[src/hdl/sha256_pkg.sv]
// sha256_pkg: shared types, constants and round functions for the sha-256 hasher
// no dependencies
package sha256_pkg;

	typedef enum logic [2:0] {
		ST_LOAD,
		ST_PAD,
		ST_ROUND,
		ST_FOLD,
		ST_EMIT
	} state_t;

	typedef logic [31:0] word_t;

	localparam logic [7:0] PadMark = 8'h80;
	localparam logic [5:0] LenPos = 6'd56;

	localparam word_t InitH [8] = '{
		32'h6a09e667, 32'hbb67ae85, 32'h3c6ef372, 32'ha54ff53a,
		32'h510e527f, 32'h9b05688c, 32'h1f83d9ab, 32'h5be0cd19
	};

	localparam word_t RoundK [64] = '{
		32'h428a2f98, 32'h71374491, 32'hb5c0fbcf, 32'he9b5dba5,
		32'h3956c25b, 32'h59f111f1, 32'h923f82a4, 32'hab1c5ed5,
		32'hd807aa98, 32'h12835b01, 32'h243185be, 32'h550c7dc3,
		32'h72be5d74, 32'h80deb1fe, 32'h9bdc06a7, 32'hc19bf174,
		32'he49b69c1, 32'hefbe4786, 32'h0fc19dc6, 32'h240ca1cc,
		32'h2de92c6f, 32'h4a7484aa, 32'h5cb0a9dc, 32'h76f988da,
		32'h983e5152, 32'ha831c66d, 32'hb00327c8, 32'hbf597fc7,
		32'hc6e00bf3, 32'hd5a79147, 32'h06ca6351, 32'h14292967,
		32'h27b70a85, 32'h2e1b2138, 32'h4d2c6dfc, 32'h53380d13,
		32'h650a7354, 32'h766a0abb, 32'h81c2c92e, 32'h92722c85,
		32'ha2bfe8a1, 32'ha81a664b, 32'hc24b8b70, 32'hc76c51a3,
		32'hd192e819, 32'hd6990624, 32'hf40e3585, 32'h106aa070,
		32'h19a4c116, 32'h1e376c08, 32'h2748774c, 32'h34b0bcb5,
		32'h391c0cb3, 32'h4ed8aa4a, 32'h5b9cca4f, 32'h682e6ff3,
		32'h748f82ee, 32'h78a5636f, 32'h84c87814, 32'h8cc70208,
		32'h90befffa, 32'ha4506ceb, 32'hbef9a3f7, 32'hc67178f2
	};

	function automatic word_t rotr(input word_t x, input int unsigned n);
		rotr = (x >> n) | (x << (32 - n));
	endfunction

	function automatic word_t ssig0(input word_t x);
		ssig0 = rotr(x, 7) ^ rotr(x, 18) ^ (x >> 3);
	endfunction

	function automatic word_t ssig1(input word_t x);
		ssig1 = rotr(x, 17) ^ rotr(x, 19) ^ (x >> 10);
	endfunction

	function automatic word_t bsig0(input word_t x);
		bsig0 = rotr(x, 2) ^ rotr(x, 13) ^ rotr(x, 22);
	endfunction

	function automatic word_t bsig1(input word_t x);
		bsig1 = rotr(x, 6) ^ rotr(x, 11) ^ rotr(x, 25);
	endfunction

endpackage

[src/hdl/sha256_in_if.sv]
// sha256_in_if: input channel carrying one byte and end mark per beat
// no dependencies
interface sha256_in_if;
	logic       valid;
	logic       ready;
	logic [7:0] data_byte;
	logic       byte_present;
	logic       end_of_message;

	modport source (output valid, data_byte, byte_present, end_of_message, input ready);
	modport sink (input valid, data_byte, byte_present, end_of_message, output ready);
endinterface

[src/hdl/sha256_out_if.sv]
// sha256_out_if: output channel carrying one digest word per beat
// no dependencies
interface sha256_out_if;
	logic        valid;
	logic        ready;
	logic [31:0] digest_word;
	logic [2:0]  word_index;
	logic        last_word;

	modport source (output valid, digest_word, word_index, last_word, input ready);
	modport sink (input valid, digest_word, word_index, last_word, output ready);
endinterface

[src/hdl/sha256_byte_stream_hasher.sv]
// sha256_byte_stream_hasher: sha-256 over a byte stream, one byte per input beat
// depends on sha256_pkg, sha256_in_if, sha256_out_if
// a byte that does not fill a block is stored in its schedule word; the 64th byte of a block
// triggers the rounds and then the fold on the single shared round unit
// end of message: pad sweep to byte 64 (one byte per cycle), one or two compressions,
// then eight output beats; arst_n loads the initial hash and clears counters
module sha256_byte_stream_hasher (
	input  logic         clk,
	input  logic         arst_n,
	sha256_in_if.sink    in_ch,
	sha256_out_if.source out_ch
);
	import sha256_pkg::*;

	state_t state_q, state_d;

	logic [5:0]  byte_idx_q;
	logic [63:0] msg_len_q;
	word_t       hash_q [8];
	word_t       v_q [8];
	word_t       w_q [16];
	logic [5:0]  round_q;
	logic        final_q;
	logic        pad_done_q;
	logic        len_fits_q;
	logic        mark_q;
	logic [2:0]  out_idx_q;

	logic in_fire, out_fire, last_round, pad_last, load_block;
	logic [7:0] pad_byte;
	word_t w_cur, w_next, t1, t2;

	assign in_fire  = in_ch.valid && in_ch.ready;
	assign out_fire = out_ch.valid && out_ch.ready;
	assign last_round = (round_q == 6'd63);
	assign pad_last = (byte_idx_q == 6'd63);

	// next state
	always_comb begin
		state_d = state_q;
		unique case (state_q)
			ST_LOAD: begin
				if (in_fire) begin
					if (in_ch.byte_present && byte_idx_q == 6'd63)
						state_d = ST_ROUND;
					else if (in_ch.end_of_message)
						state_d = ST_PAD;
				end
			end
			ST_PAD:   if (pad_last) state_d = ST_ROUND;
			ST_ROUND: if (last_round) state_d = ST_FOLD;
			ST_FOLD: begin
				if (!final_q) state_d = ST_LOAD;
				else if (pad_done_q) state_d = ST_EMIT;
				else state_d = ST_PAD;
			end
			ST_EMIT: if (out_fire && out_idx_q == 3'd7) state_d = ST_LOAD;
			default:  state_d = ST_LOAD;
		endcase
	end

	// handshake outputs
	always_comb begin
		in_ch.ready  = 1'b0;
		out_ch.valid = 1'b0;
		unique case (state_q)
			ST_LOAD: in_ch.ready  = 1'b1;
			ST_EMIT: out_ch.valid = 1'b1;
			default: ;
		endcase
	end

	assign out_ch.digest_word = hash_q[out_idx_q];
	assign out_ch.word_index  = out_idx_q;
	assign out_ch.last_word   = (out_idx_q == 3'd7);

	// pad byte for the current sweep position: mark, zeros or big-endian bit count
	always_comb begin
		pad_byte = 8'h00;
		if (mark_q)
			pad_byte = PadMark;
		else if (len_fits_q && byte_idx_q >= LenPos)
			pad_byte = msg_len_q[{~byte_idx_q[2:0], 3'b000} +: 8];
	end

	// shared round unit with a sliding 16-word schedule window
	assign w_cur  = w_q[0];
	assign w_next = ssig1(w_q[14]) + w_q[9] + ssig0(w_q[1]) + w_q[0];
	assign t1 = v_q[7] + bsig1(v_q[4]) + ((v_q[4] & v_q[5]) ^ (~v_q[4] & v_q[6]))
		+ RoundK[round_q] + w_cur;
	assign t2 = bsig0(v_q[0]) + ((v_q[0] & v_q[1]) ^ (v_q[0] & v_q[2]) ^ (v_q[1] & v_q[2]));

	assign load_block = (state_q == ST_LOAD && in_fire && in_ch.byte_present
		&& byte_idx_q == 6'd63) || (state_q == ST_PAD && pad_last);

	// schedule window: bytes land in their word lane, rounds slide the window
	always_ff @(posedge clk) begin
		if (state_q == ST_ROUND) begin
			for (int i = 0; i < 15; i++) w_q[i] <= w_q[i+1];
			w_q[15] <= w_next;
		end else if (state_q == ST_LOAD && in_fire && in_ch.byte_present)
			w_q[byte_idx_q[5:2]][{~byte_idx_q[1:0], 3'b000} +: 8] <= in_ch.data_byte;
		else if (state_q == ST_PAD)
			w_q[byte_idx_q[5:2]][{~byte_idx_q[1:0], 3'b000} +: 8] <= pad_byte;
	end

	// working variables
	always_ff @(posedge clk) begin
		if (load_block) begin
			for (int i = 0; i < 8; i++) v_q[i] <= hash_q[i];
		end else if (state_q == ST_ROUND) begin
			v_q[7] <= v_q[6];
			v_q[6] <= v_q[5];
			v_q[5] <= v_q[4];
			v_q[4] <= v_q[3] + t1;
			v_q[3] <= v_q[2];
			v_q[2] <= v_q[1];
			v_q[1] <= v_q[0];
			v_q[0] <= t1 + t2;
		end
	end

	// control registers
	always_ff @(posedge clk or negedge arst_n) begin
		if (!arst_n) begin
			state_q    <= ST_LOAD;
			byte_idx_q <= '0;
			msg_len_q  <= '0;
			round_q    <= '0;
			final_q    <= 1'b0;
			pad_done_q <= 1'b0;
			len_fits_q <= 1'b0;
			mark_q     <= 1'b0;
			out_idx_q  <= '0;
			for (int i = 0; i < 8; i++) hash_q[i] <= InitH[i];
		end else begin
			state_q <= state_d;
			unique case (state_q)
				ST_LOAD: begin
					if (in_fire) begin
						if (in_ch.byte_present) begin
							byte_idx_q <= byte_idx_q + 6'd1;
							msg_len_q  <= msg_len_q + 64'd8;
						end
						final_q <= in_ch.end_of_message;
						// mark byte goes in on the first pad cycle
						mark_q <= in_ch.end_of_message;
						pad_done_q <= 1'b0;
						round_q <= '0;
						// length fits unless the mark lands at or past the length field
						if (in_ch.end_of_message && !(in_ch.byte_present && byte_idx_q == 6'd63))
							len_fits_q <= (byte_idx_q + {5'd0, in_ch.byte_present}) < LenPos;
						else if (in_ch.end_of_message)
							len_fits_q <= 1'b1;
					end
				end
				ST_PAD: begin
					byte_idx_q <= byte_idx_q + 6'd1;
					mark_q <= 1'b0;
					if (pad_last) begin
						pad_done_q <= len_fits_q;
						round_q <= '0;
					end
				end
				ST_ROUND: round_q <= round_q + 6'd1;
				ST_FOLD: begin
					for (int i = 0; i < 8; i++) hash_q[i] <= hash_q[i] + v_q[i];
					if (final_q && !pad_done_q) len_fits_q <= 1'b1;
				end
				ST_EMIT: begin
					if (out_fire) begin
						out_idx_q <= out_idx_q + 3'd1;
						if (out_idx_q == 3'd7) begin
							byte_idx_q <= '0;
							msg_len_q  <= '0;
							final_q    <= 1'b0;
							for (int i = 0; i < 8; i++) hash_q[i] <= InitH[i];
						end
					end
				end
				default: ;
			endcase
		end
	end

	assert property (@(posedge clk) disable iff (!arst_n)
		in_ch.ready |-> !out_ch.valid)
		else $error("input and output open together");
	assert property (@(posedge clk) disable iff (!arst_n)
		(state_q == ST_ROUND) |-> !in_ch.ready)
		else $error("input taken during rounds");
	assert property (@(posedge clk) disable iff (!arst_n)
		(state_q == ST_ROUND && last_round) |=> state_q == ST_FOLD)
		else $error("fold missed after last round");
	assert property (@(posedge clk) disable iff (!arst_n)
		(out_fire && out_ch.last_word) |=> (byte_idx_q == 6'd0 && msg_len_q == 64'd0))
		else $error("state not cleared after digest");

endmodule
[src/flat_wrapper.sv]
// flat-port wrapper written by rule: the top's interface ports become plain ports
module sha256_byte_stream_hasher_flat import sha256_pkg::*;
  (clk, arst_n, in_ch_valid, in_ch_data_byte, in_ch_byte_present, in_ch_end_of_message, in_ch_ready, out_ch_valid, out_ch_digest_word, out_ch_word_index, out_ch_last_word, out_ch_ready);
  sha256_in_if in_ch_i ();
  sha256_out_if out_ch_i ();
  input  logic clk;
  input  logic arst_n;
  input wire logic [$bits(in_ch_i.valid)-1:0] in_ch_valid;
  input wire logic [$bits(in_ch_i.data_byte)-1:0] in_ch_data_byte;
  input wire logic [$bits(in_ch_i.byte_present)-1:0] in_ch_byte_present;
  input wire logic [$bits(in_ch_i.end_of_message)-1:0] in_ch_end_of_message;
  output wire logic [$bits(in_ch_i.ready)-1:0] in_ch_ready;
  output wire logic [$bits(out_ch_i.valid)-1:0] out_ch_valid;
  output wire logic [$bits(out_ch_i.digest_word)-1:0] out_ch_digest_word;
  output wire logic [$bits(out_ch_i.word_index)-1:0] out_ch_word_index;
  output wire logic [$bits(out_ch_i.last_word)-1:0] out_ch_last_word;
  input wire logic [$bits(out_ch_i.ready)-1:0] out_ch_ready;
  assign in_ch_i.valid = in_ch_valid;
  assign in_ch_i.data_byte = in_ch_data_byte;
  assign in_ch_i.byte_present = in_ch_byte_present;
  assign in_ch_i.end_of_message = in_ch_end_of_message;
  assign in_ch_ready = in_ch_i.ready;
  assign out_ch_valid = out_ch_i.valid;
  assign out_ch_digest_word = out_ch_i.digest_word;
  assign out_ch_word_index = out_ch_i.word_index;
  assign out_ch_last_word = out_ch_i.last_word;
  assign out_ch_i.ready = out_ch_ready;
  sha256_byte_stream_hasher u_core (.clk(clk), .arst_n(arst_n), .in_ch(in_ch_i), .out_ch(out_ch_i));
endmodule
[config.mk]
export PLATFORM = sky130hd
export DESIGN_NAME = sha256_byte_stream_hasher_flat
export DESIGN_NICKNAME = d
export VERILOG_FILES = /design/src/hdl/sha256_pkg.sv /design/src/hdl/sha256_in_if.sv /design/src/hdl/sha256_out_if.sv /design/src/hdl/sha256_byte_stream_hasher.sv /design/src/flat_wrapper.sv
export SDC_FILE = /design/constraint.sdc
export NUM_CORES = 2
export LEC_CHECK = 0
export CORE_ASPECT_RATIO = 0.9
export CORE_UTILIZATION = 35
export DETAILED_ROUTE_END_ITERATION = 16
export DONT_BUFFER_PORTS = 1
export GPL_ROUTABILITY_DRIVEN = 0
export MAX_ROUTING_LAYER = met4
export PLACE_DENSITY = 0.47
export SETUP_SLACK_MARGIN = 0.2
export SKIP_CTS_REPAIR_TIMING = 1
export SLEW_MARGIN = 20
export SYNTH_ARGS = -nofsm -noshare
export SYNTH_HDL_FRONTEND = slang
export SYNTH_SLANG_ARGS = --single-unit
[constraint.sdc]
create_clock -name clk -period 19.1 [get_ports clk]
set_input_delay 0.955 -clock clk [delete_from_list [all_inputs] [get_ports clk]]
set_output_delay 0.955 -clock clk [all_outputs]
set_load 0.05 [all_outputs]
==> impl_metrics.csv <==
group,metric,value,unit
synth,async_flop_share,30.6,%
routing,via_per_inst,5.61,
place,placedCellCount,10432,
status,run_status,"complete, no violations",
sta,setup_viol,0,
critical_path,end_kind,"flop",
global_route,busiest_layer,"met2",
pwr,vdd.ir_drop.worst,0.000224,V
routing,drt_wl_total,275,mm
sta,setup_tns,0,ns
routing,route.detailed.drc,0,
sta,finalCritPeriodShare,55.3,%
place,port_buffers,0,
critical_path,slowest_stage,"dfrtp_1",
global_route,grt_pass1_vias,56041,
critical_path,crit_path_start_kind,"flop",
synth,syn_area,75100,um2
sta,timing.hold.ws,0.0450,ns
layout,final_cell_count_no_fill,10687,
global_route,grt_max_degree,340,
layout,layout-drive-gt1-share,7.68,%
sta,tightest_slew,1.21,ns
sta,clock.fmax,0.0947,GHz
cts,path_clk_slew,0.06,ns
cts,cts_buffer_depth,3,
sta,rsz0062_at_grt,"no",
critical_path,critical_path.most_common_cell,"fa_1",
synth,synth_top_cell_area_share,30.7,%
global_route,globalRouteOverflowTotal,0,
die,die_y,442,um
sta,slew_headroom,18.5,%
critical_path,worstSetupPathType,"flop to flop",
critical_path,path_buf_inv,3,
global_route,grt_pass1_wl,399,mm
layout,layout_commonest_cell,"nand2_1",
die,core-area,212000,um2
synth,synth_warnings,0,
job,cap_violations,0,
layout,final_util,38.7,%
routing,ant_nets,0,
global_route,gr-usage-all-layers,25.7,%
synth,syn_nets,8553,
critical_path,crit_family,"compound AO/OA/AOI/OAI gates",
critical_path,slowest_delay,0.75,ns
critical_path,crit_fanout,19,
synth,avgSynthCellArea,9.46,um2
synth,yosysTopAreaCell,"edfxtp_1",
global_route,grt_util_met1,37.0,%
cts,numCtsBuffers,137,
place,postPlaceCellArea,77800,um2
global_route,antenna_found_initial,6,
die,initial_core_util,35.4,%
layout,area_growth_syn_to_layout,9.43,%
die,die_w,490,um
layout,fin_area,82200,um2
cts,clock_latency,0.81,ns
sta,report.final.slew_viol_count,0,
routing,dr.pass1.iters,7,
place,dp_hpwl,200,mm
synth,ys_seq_area_share,42.2,%
synth,yosys_register_bits,1107,
synth,synth_area_leaders,"edfxtp_1 (31%), nand2_1 (8.3%), dfrtp_1 (6.8%), ha_1 (6.6%), o21ai_0 (6.6%)",
layout,layout_common_cells,"nand2_1 (1657), o21ai_0 (988), edfxtp_1 (768), a21oi_1 (480), ha_1 (398)",
routing,wire_per_inst,25.7,um
sta,hold_viol,0,
pwr,p_per_area,193,nW/um2
synth,synth_cell_types,83,
cts,htree_levels,4,
die,fp-row-count,160,
global_route,use_met2,37.4,%
critical_path,worstPathArrival,11.07,ns
synth,synth_ff_type,"edfxtp_1",
cts,cts_tree,"yes",
routing,dr_total_vias,59958,
die,dieArea,217000,um2
layout,nNetsFinal,8347,
die,io_pins,52,
cts,root_buffer,"clkbuf_16",
global_route,met3_usage,4.35,%
cts,cts_sinks,1107,
synth,synth_cells,7946,
critical_path,critPathRequiredTime,19.61,ns
routing,first_iter_violations,6201,
pwr,p_leak,33.4,nW
synth,synth_edf_count,768,
sta,min_period,10.56,ns
min_path,hold_path_class,"input pin to asynchronous set/reset pin",
sta,clock_skew,0.0426,ns
-- worst paths after layout --
check | startpoint | end | slack (ns) | cells after the start
setup / recovery | u_core.round_q[1] | u_core.v_q[0][31] | 8.54 | 32
hold / removal | arst_n | u_core.hash_q[33] | 0.04 | 0
setup reg to reg | u_core.round_q[1] | u_core.v_q[0][31] | 8.54 | 32
hold reg to reg | u_core.hash_q[127] | u_core.hash_q[127] | 0.50 | 1
max in group asynchronous | arst_n | u_core.msg_len_q[48] | 17.95 | 1
min in group clk | in_ch_valid | u_core.mark_q | 0.33 | 3
-- where the power goes --
| group | switching, W | leakage (nW) | total [W] | internal [W] |
|---|---|---|---|---|
| registers | 0.000503 | 10.8 | 0.00370 | 0.00320 |
| logic | 0.00581 | 20.5 | 0.00954 | 0.00372 |
| clock network | 0.00114 | 2.10 | 0.00260 | 0.00146 |
-- logic make-up (layout without fill, tap and decap cells) --
group	count (synthesis)	in the layout	share of synthesized area, %
xor gates and xnor gates	627	627	7.33
other	0	2	0
muxes	170	170	3.72
and+or+nand+nor	2633	2633	14.8
AOI/OAI and AO/OA	2085	2085	16.2
buffers and inverters	708	612	3.54
adders and majority gates	616	616	12.1
DFF	1107	1107	42.2
-- final cells by class --
cell class              instances  area (um2)
flip-flops and latches       1107       31700
fillers                     21105      130000
inverters                     288        1080
clock buffers                 203        3840
well taps                    2835        3550
clock inverters                46         488
diodes                          2        5.00
multi-input cells            6131       40900
repair buffers                 75         651
-- cells in the mapped netlist, drive strengths merged, types with 120 or more instances --
| library cell | n |
|---|---|
| o21ai | 995 |
| clkbuf | 388 |
| ha | 398 |
| nor2 | 377 |
| a21oi | 481 |
| dfrtp | 203 |
| a21o | 174 |
| nand3 | 134 |
| dfstp | 136 |
| xor2 | 250 |
| nand2 | 1658 |
| fa | 195 |
| nor3 | 120 |
| xnor2 | 376 |
| edfxtp | 768 |
| inv | 287 |
-- state kept, by name, summed over array words and instances, names as in the netlist --
| name | flops |
|---|---|
| u_core.byte_idx_q | 6 |
| u_core.final_q | 1 |
| u_core.hash_q | 256 |
| u_core.len_fits_q | 1 |
| u_core.mark_q | 1 |
| u_core.msg_len_q | 61 |
| u_core.out_ch.word_index | 3 |
| u_core.pad_done_q | 1 |
| u_core.round_q | 6 |
| u_core.state_q | 3 |
| u_core.v_q | 256 |
| u_core.w_q | 512 |
-- worst register-to-register path, delay by kind of cell (launching register included) --
kind / cells / cell delay, ns
AOI/OAI and AO/OA: 13 / 3.83
xor gates and xnor gates: 3 / 0.52
adders and majority gates: 8 / 3.21
buffers and inverters: 3 / 0.53
DFF: 1 / 0.75
muxes: 1 / 0.56
and+or+nand+nor: 4 / 0.89
-- per-stage QoR --
stage               power [W]  setup slack [ns]
floorplan              0.0105              4.69
global placement       0.0130              8.89
global route           0.0170              7.88
detailed placement     0.0130              8.83
finish                 0.0158              8.54
CTS                    0.0157              8.82
-- routing by layer --
metal / wire length [um] / vias to the layer above
met1: 130000 / 29922
met5: 0 / -
met3: 19900 / 334
met4: 6150 / 0
met2: 118000 / 2107
li1: - / 27595
Power figures use the tool's default switching activity.
